--- config.mk ---
export PLATFORM = sky130hd
export DESIGN_NAME = gbs_ctrl
export DESIGN_NICKNAME = d
export VERILOG_FILES = /design/src/rtl/gbs_pkg.sv /design/src/rtl/gbs_ctrl.sv
export SDC_FILE = /design/constraint.sdc
export NUM_CORES = 1
export LEC_CHECK = 0
export BUFFER_PORTS_ARGS = -buffer_cell sky130_fd_sc_hd__buf_2
export CORE_AREA = 3 3 40 42
export CTS_CLUSTER_DIAMETER = 30
export DETAILED_ROUTE_END_ITERATION = 12
export DIE_AREA = 0 0 43 45
export PLACE_DENSITY = 0.3
export SKIP_LAST_GASP = 1
export SYNTH_ARGS = -nofsm -noshare
export SYNTH_HDL_FRONTEND = slang
export SYNTH_SLANG_ARGS = --single-unit
--- constraint.sdc ---
create_clock -name clk -period 1.5 [get_ports clk]
set_clock_uncertainty 0.15 [all_clocks]
set_input_delay 0.15 -clock clk [delete_from_list [all_inputs] [get_ports clk]]
set_output_delay 0.15 -clock clk [all_outputs]
set_load 0.005 [all_outputs]
--- src/rtl/gbs_pkg.sv ---
// Package for the greedy box suppressor: sizes, configuration register
// indexes, controller states, the kept-store entry and the control bundles.
// No dependencies.
package gbs_pkg;

  localparam int MAX_KEPT = 64;
  localparam int MAX_BOXES = 4096;
  localparam int KEPT_AW = $clog2(MAX_KEPT);
  localparam int CNT_W = $clog2(MAX_KEPT + 1);
  localparam int POS_W = 12;
  localparam logic [POS_W-1:0] POS_LIMIT =
    (MAX_BOXES - 1 < 4095) ? POS_W'(MAX_BOXES - 1) : POS_W'(4095);

  localparam int CFG_IDX_W = 1;
  localparam int CFG_DATA_W = 16;
  localparam logic [CFG_IDX_W-1:0] REG_IOU_THRESHOLD = 1'b0;
  localparam logic [CFG_IDX_W-1:0] REG_CLASS_AGNOSTIC = 1'b1;
  localparam logic [15:0] IOU_THRESHOLD_RESET = 16'd29491;

  typedef enum logic [1:0] {
    ST_IDLE,
    ST_SCAN,
    ST_DRAIN,
    ST_FINISH
  } state_t;

  typedef struct packed {
    logic signed [15:0] left;
    logic signed [15:0] top;
    logic signed [16:0] right;
    logic signed [16:0] bottom;
    logic [29:0]        area;
    logic [7:0]         cls;
  } entry_t;

  typedef struct packed {
    logic load;
    logic issue;
    logic finish;
  } cmd_t;

  typedef struct packed {
    logic scan_end;
    logic pipe_busy;
  } status_t;

endpackage

--- src/rtl/gbs_ctrl.sv ---
// Controller of the greedy box suppressor: steps each box through the scan
// of the kept store, the pipeline drain and the final decision.
// Depends on gbs_pkg.
module gbs_ctrl
  import gbs_pkg::*;
(
  input  logic    clk,
  input  logic    rst,
  input  logic    start,
  input  status_t status,
  output cmd_t    cmd,
  output logic    busy
);

  state_t state;
  state_t state_next;

  always_ff @(posedge clk) begin
    if (rst) begin
      state <= ST_IDLE;
    end else begin
      state <= state_next;
    end
  end

  always_comb begin
    state_next = state;
    case (state)
      ST_IDLE: begin
        if (start) state_next = ST_SCAN;
      end
      ST_SCAN: begin
        if (status.scan_end) state_next = ST_DRAIN;
      end
      ST_DRAIN: begin
        if (!status.pipe_busy) state_next = ST_FINISH;
      end
      ST_FINISH: begin
        state_next = ST_IDLE;
      end
      default: begin
        state_next = ST_IDLE;
      end
    endcase
  end

  always_comb begin
    cmd = '0;
    busy = 1'b1;
    case (state)
      ST_IDLE: begin
        busy = 1'b0;
        cmd.load = start;
      end
      ST_SCAN: begin
        cmd.issue = !status.scan_end;
      end
      ST_DRAIN: begin
      end
      ST_FINISH: begin
        cmd.finish = 1'b1;
      end
      default: begin
        busy = 1'b1;
      end
    endcase
  end

endmodule

Word-level counts from Yosys, hierarchy flattened

Index checks and enable logic that the tools add are counted.

Bits of input ports: 5
Memory bits (writable): 0
Latch bits: 0
Memories kept: 0
Flip-flop bits (word level): 2
Word-level logic and storage cells: 18
Output and inout bits: 4
ROM bits: 0

Add/sub/neg operators: 0
Shift-type cells: 0
Divide/modulo/power cells: 0
Bitwise logic cells: 0
Reductions and logical operators: 3
Equality and inequality tests: 6
Muxes and demuxes: 8
$lt $le $gt $ge: 0
$mul: 0

Operators with widths:

| kind                                                 | number |
|---|---|
| case mux 2 bit (4 select lines)                      | 1 |
| 2-to-1 mux 2 bit                                     | 3 |
| != test 2 bit (second input constant)                | 3 |
| equality test 2 bit (second input constant)          | 2 |
| 2-to-1 mux 1 bit                                     | 4 |
| AND reduction 3 bit                                  | 1 |
| equality test 2 x 1 -> 1 bit (second input constant) | 1 |
| logical NOT 2 bit                                    | 1 |
| logical NOT 1 bit                                    | 1 |

Depth between registers and ports, before layout

Gate-level depths: netlist of run 1.

Depth in word-level cells: 3
Mapped depth: 5
Depth with buffers taken out: 5

Worst setup path after synthesis of run 1

Ideal clock, no wire load.

Kind: reg-to-reg
Start point: register state[1]
End point: register state[0]
Path slack: 126 ps
Stages on the path, launching flop included: 6
Path buffers: 0
Data arrival time: 1107 ps
Cell sequence: dfxtp_1 > inv_1 > ha_1 > nor2b_4 > or3_1 > o211a_1

Word-level cells in the longest chain between the ends: 3

Ends and longest elaborated chain:

| item                                                 | line           | text |
|---|---|---|
| start: declaration                                   | gbs_ctrl.sv:15 | `state_t state;` |
| start signal: assignment                             | gbs_ctrl.sv:22 | `state <= state_next;` |
| equality test 2 x 1 -> 1 bit (tied with other cells) | gbs_ctrl.sv:28 | `case (state)` |
| != test 2 bit (no source line)                       | n/a            |  |
| AND reduction 3 bit (no source line)                 | n/a            |  |

Parallel ways exist; a longest one is shown, timed or not.
A chain may end at the register's enable or synchronous reset.

Worst setup path after layout of run 1

Start point: register state[0]
End point: register state[0]

The elaborated chain is that of the path after synthesis.

==> results.sh, run 1 <==
export IMPL_status="finished, final reports clean"
export IMPL_tritoncts="yes"
export IMPL_vias=153
export IMPL_synth_seq_cells=2
export IMPL_min_period_ps=1383
export IMPL_ant_nets=0
export IMPL_end_kind="flip-flop"
export IMPL_synth_cell_type_count=10
export IMPL_drc=0
export IMPL_critPathLaunch="state[0]"
export IMPL_seq_area_frac_synth_pct=22.86
export IMPL_crit_path_max_fanout=4
export IMPL_cp_data_required_time_ps=1460
export IMPL_tns_ps=0
export IMPL_largest_registers="state: 2 flops"
export IMPL_worst_slew_pin_slew_ps=277.7
export IMPL_grt_overflow=0
export IMPL_num_antenna_cells=0
export IMPL_hold_viol=0
export IMPL_slew_viol_final=0
export IMPL_yosys_warnings=0
export IMPL_dieArea_um2=1935
export IMPL_critPathKind="flip-flop to flip-flop"
export IMPL_ios=9
export IMPL_clock_latency_ps=220
export IMPL_power_uw=513.2
export IMPL_avgSynthCellArea_um2=9.219
export IMPL_grt_max_degree=5
export IMPL_r2r_slack_ps=120
export IMPL_drt_total_wl_um=356
export IMPL_wire_per_inst_um=7.739
export IMPL_numCtsBuffers=3
export IMPL_peakVddDrop_mv=0.4108
export IMPL_placementRows=13
export IMPL_startpoint_type="flip-flop"
export IMPL_path_buf_inv=1
export IMPL_rr_endpoint="state[0]"
export IMPL_dpl_cell_count=43
export IMPL_leakage_uw=0.0001560
export IMPL_crit_path_end="state[0]"
export IMPL_final_cells=46
export IMPL_clk_pin_slew_ps=30
export IMPL_synth_net_count=28
export IMPL_die_w_um=43
export IMPL_hold_path_class="input port to flip-flop"
export IMPL_crit_reg2reg_launch="state[0]"
export IMPL_nets=42
export IMPL_rsz0062_at_grt="false"
export IMPL_cp_top_family="simple AND/OR/NAND/NOR gates"
export IMPL_synthesis_area_um2=175.2
export IMPL_max_slew_margin_pct=81.49
export IMPL_gp_congestion=0.5726
export IMPL_post_cts_resized=0
export IMPL_cpMaxStageDelayCell="or3_1"
export IMPL_syn2layout_area_growth_pct=51.43
export IMPL_max_cap_viol_count=0
export IMPL_finalCritPeriodShare_pct=92.18
export IMPL_fin_util_pct=20.64
export IMPL_max_stage_delay_ps=370
export IMPL_largest_reg_flops=2
export IMPL_rr_worst_depth=4
export IMPL_syn_inst=19
export IMPL_start_util_pct=13.63
export IMPL_first_iter_violations=1
export IMPL_grt_pass1_vias=139
export IMPL_drive_gt1_share_pct=48.39
export IMPL_final_common_cell="buf_2"
export IMPL_crit_chain="inv_1 > ha_1 > or3_1 > o211a_1"
export IMPL_cts_setup_buffers=0
export IMPL_hold_buffers=0
export IMPL_setup_viol=0
export IMPL_coreArea_um2=1285
export IMPL_grtUsageTotal_pct=4.738
export IMPL_drtPass1Iterations=2
export IMPL_dieHeight_um=45
export IMPL_fmax_mhz=723.2
export IMPL_antenna_found_initial=0
export IMPL_vias_per_cell=3.326
export IMPL_cts_sinks=2
export IMPL_htree_num_levels=1
export IMPL_crit_cells=4
export IMPL_cts_buffer_depth=2
export IMPL_place_port_buffers=8
export IMPL_mostFrequentLayoutCells="buf_2 (8), inv_1 (5), ha_1 (4)"
export IMPL_cp_arrival_ps=1340
export IMPL_clockRootBuffer="clkbuf_4"
export IMPL_p_per_area_nw_per_um2=1935
export IMPL_top_register="state"
export IMPL_grt_pass1_wl_um=600
-- cells in the mapped netlist --
cell | number | area (um2)
inv_1 | 5 | 18.77
ha_1 | 4 | 50.05
dfxtp_1 | 2 | 40.04
nand2_1 | 2 | 7.510
a221oi_2 | 1 | 15.01
mux2i_1 | 1 | 10.01
nor2_1 | 1 | 3.750
nor2b_4 | 1 | 13.76
o211a_1 | 1 | 10.01
or3_1 | 1 | 6.260
-- layout make-up --
cell class / count / area [um2]
clock buffer: 3 / 22.52
fill: 145 / 1020
inverter: 5 / 18.77
multi-input combinational: 12 / 116.4
sequential: 2 / 41.29
tap: 15 / 18.77
timing repair buffer: 9 / 47.55
-- logic make-up after synthesis --
family / count (synthesis) / share of synthesized area, %
simple gates: 5 / 17.86
buf+inv: 5 / 10.72
compound gates: 2 / 14.28
fa+ha+maj: 4 / 28.57
flops: 2 / 22.86
mux: 1 / 5.715
-- how the worst min path moves through the flow --
stage / startpoint / to / slack, ps / cells past startpoint
2_1_floorplan: status[1] / cmd[1] / 170 / 1
3_3_place_gp: rst / state[0] / 280 / 3
3_5_place_dp: rst / state[0] / 300 / 3
4_1_cts: rst / state[0] / 60 / 3
5_1_grt: rst / state[0] / 60 / 3
6_report: rst / state[0] / 50 / 3
-- stage by stage --
stage / area, um2 / setup WS (ps) / hold slack, ps
6_report: 265.3 / 117.4 / 52.77
4_1_cts: 264.0 / 57.42 / 57.02
2_1_floorplan: 175.2 / 126.4 / 172.5
3_3_place_gp: 241.5 / 66.31 / 282.2
3_5_place_dp: 241.5 / 69.12 / 295.5
5_1_grt: 265.3 / 18.73 / 61.45
-- layer usage --
layer  wire length (um)  up-vias  share of wire (%)  track usage, %
met5                  0        -                  0               0
met4                  0        0                  0           1.807
met3                 58        0                 16           7.171
met2                147        8                 41           5.090
met1                150       59                 42           4.556
li1                   -       86                  -               -
-- tightest hold or removal path: cells and delay by family --
| kind | cells | cell delay [ps] |
|---|---|---|
| compound gates | 1 | 110 |
| buf+inv | 2 | 120 |
-- power by group --
group	total, uW	leakage, uW	internal, uW	switching [uW]
sequential	105	0.0000168	85.3	19.7
clock	118	0.0000138	88.2	29.7
combinational	290	0.000125	157	134
total	513	0.000156	330	183
No activity file was read; power rests on OpenSTA's default activity.
==> run 2, diff against run 1 <==
- clock period: 1.5 -> 1.25 ns (I/O delays scaled with it)
==> run 2 against run 1 <==
The run now ends with negative setup slack left. Critical endpoint unchanged. Fmax grew 1.3%. Wire length up 14%. Worst hold slack worse by 30 ps. Non-clock buffer count increased by 1. First-iteration DRC count down 100%. Die area is the same. Clock power is 38% higher. Highest routed layer unchanged. Largest power group unchanged. Critical path type unchanged. Design area increased by 27%. Global-route usage up 0.50 points.
==> results.sh, run 2 (synthesized netlist as in run 1, its figures left out) <==
export IMPL_status="complete, but fails checks"
export IMPL_violations="negative setup slack"
export IMPL_peakVddDrop_mv=1.002
export IMPL_max_stage_delay_ps=370
export IMPL_hold_viol=0
export IMPL_rsz0062_at_grt="true"
export IMPL_mostFrequentLayoutCells="buf_2 (7), inv_4 (3), ha_4 (3), clkbuf_4 (3)"
export IMPL_first_iter_violations=0
export IMPL_hold_path_class="input port to flip-flop"
export IMPL_drtPass1Iterations=1
export IMPL_nets=43
export IMPL_dieHeight_um=45
export IMPL_drive_gt1_share_pct=72.73
export IMPL_min_from="rst"
export IMPL_slew_viol_final=0
export IMPL_crit_chain="inv_4 > ha_4 > nor2b_4 > or3_1 > o211a_1"
export IMPL_numCtsBuffers=3
export IMPL_max_cap_viol_count=0
export IMPL_nFillCells=149
export IMPL_start_util_pct=13.63
export IMPL_combPwrFrac_pct=60.7
export IMPL_top_register="state"
export IMPL_final_common_cell="buf_2"
export IMPL_p_seq_share_pct=20.7
export IMPL_cts_sinks=2
export IMPL_wire_per_inst_um=8.458
export IMPL_gp_congestion=0.6762
export IMPL_min_period_ps=1365
export IMPL_grtUsageTotal_pct=5.237
export IMPL_grt_pass1_wl_um=710
export IMPL_antenna_found_initial=0
export IMPL_htree_num_levels=1
export IMPL_die_w_um=43
export IMPL_end_kind="flip-flop"
export IMPL_placementRows=13
export IMPL_grt_max_degree=4
export IMPL_fin_ws_ps=-115.1
export IMPL_power_report_internal_total_uw=548.3
export IMPL_cpMaxStageDelayCell="dfxtp_4"
export IMPL_max_slew_margin_pct=83.30
export IMPL_finalCritPeriodShare_pct=109.2
export IMPL_p_clk_share_pct=18.6
export IMPL_grt_pass1_vias=176
export IMPL_crit_path_max_fanout=3
export IMPL_cp_arrival_ps=1330
export IMPL_drt_total_wl_um=406
export IMPL_clk_pin_slew_ps=40
export IMPL_crit_reg2reg_launch="state[1]"
export IMPL_place_port_buffers=8
export IMPL_setup_viol=5
export IMPL_path_buf_inv=1
export IMPL_swShare_pct=37.33
export IMPL_grt_overflow=0
export IMPL_ios=9
export IMPL_vias_per_cell=3.479
export IMPL_startpoint_type="flip-flop"
export IMPL_worst_slew_pin_slew_ps=250.5
export IMPL_fmax_mhz=732.6
export IMPL_cp_top_family="simple AND/OR/NAND/NOR gates"
export IMPL_critPathLaunch="state[1]"
export IMPL_num_antenna_cells=0
export IMPL_p_per_area_nw_per_um2=2600
export IMPL_vias=167
export IMPL_clock_latency_ps=230
export IMPL_coreArea_um2=1285
export IMPL_dieArea_um2=1935
export IMPL_ant_nets=0
export IMPL_critPathKind="flip-flop to flip-flop"
export IMPL_holdWs_ps=22.75
export IMPL_fin_util_pct=26.19
export IMPL_multi_input_area_um2=156.4
export IMPL_leakage_uw=0.0001661
export IMPL_largest_registers="state: 2 flops"
export IMPL_cts_buffer_depth=2
export IMPL_regArea_um2=47.55
export IMPL_power_uw=874.9
export IMPL_drc=0
export IMPL_cts_setup_buffers=0
export IMPL_clockRootBuffer="clkbuf_4"
export IMPL_cp_data_required_time_ps=1220
export IMPL_largest_reg_flops=2
export IMPL_tritoncts="yes"
export IMPL_p_switching_uw=326.6
export IMPL_syn2layout_area_growth_pct=92.14
run 2: what timing repair did:
| item | CTS | global route |
|---|---|---|
| setup endpoints to repair | 6 | 6 |
| hold endpoints to repair | 0 | 0 |
| resized for setup | 2 | 7 |
| pin swaps | 1 | 1 |
| hold buffers | 0 | 0 |
run 2: worst register-to-register path: cells and delay by family, from the launching register on:
kind	cells	cell delay [ps]
flops	1	370
compound gates	1	130
fa+ha+maj	1	140
simple gates	2	420
buf+inv	1	50
run 2: path summary, 6_finish.rpt:
check	endpoint	slack [ps]	cells past startpoint
max	state[0]	-120	5
min	state[0]	20	3
max reg2reg	state[0]	-120	5
min reg2reg	state[1]	490	3
run 2: per-layer routing:
| metal | GRT usage, % | part of all wire [%] | up-vias |
|---|---|---|---|
| li1 | - | - | 87 |
| met2 | 8.084 | 52 | 7 |
| met3 | 0.3984 | 11 | 0 |
| met5 | 0 | 0 | - |
| met4 | 7.229 | 0 | 0 |
| met1 | 5.516 | 37 | 73 |
run 2: power groups by stage:
stage / clock [uW] / sequential, uW / combinational, uW
2_1_floorplan: 0 / 155 / 259
3_3_place_gp: 0 / 160 / 415
3_5_place_dp: 0 / 160 / 414
4_1_cts: 172 / 159 / 461
5_1_grt: 185 / 191 / 612
6_report: 163 / 181 / 531
run 2: through the flow:
step           setup slack [ps]  TNS [ps]  instances  instance area, um2
2_1_floorplan            -68.97    -104.1         19               197.7
3_3_place_gp             -125.8    -236.7         44               271.5
3_5_place_dp             -120.7    -229.8         44               271.5
4_1_cts                  -128.8    -465.1         48               307.8
5_1_grt                  -178.8    -745.8         48               336.6
6_report                 -115.1    -376.3         48               336.6
run 2: final cells by class:
class                   instances  share of cell area, %
inverters                       5                  7.807
multi-input cells              12                  46.47
well taps                      15                  5.576
clock buffers                   4                  7.807
flip-flops and latches          2                  14.13
repair buffers                 10                  18.22
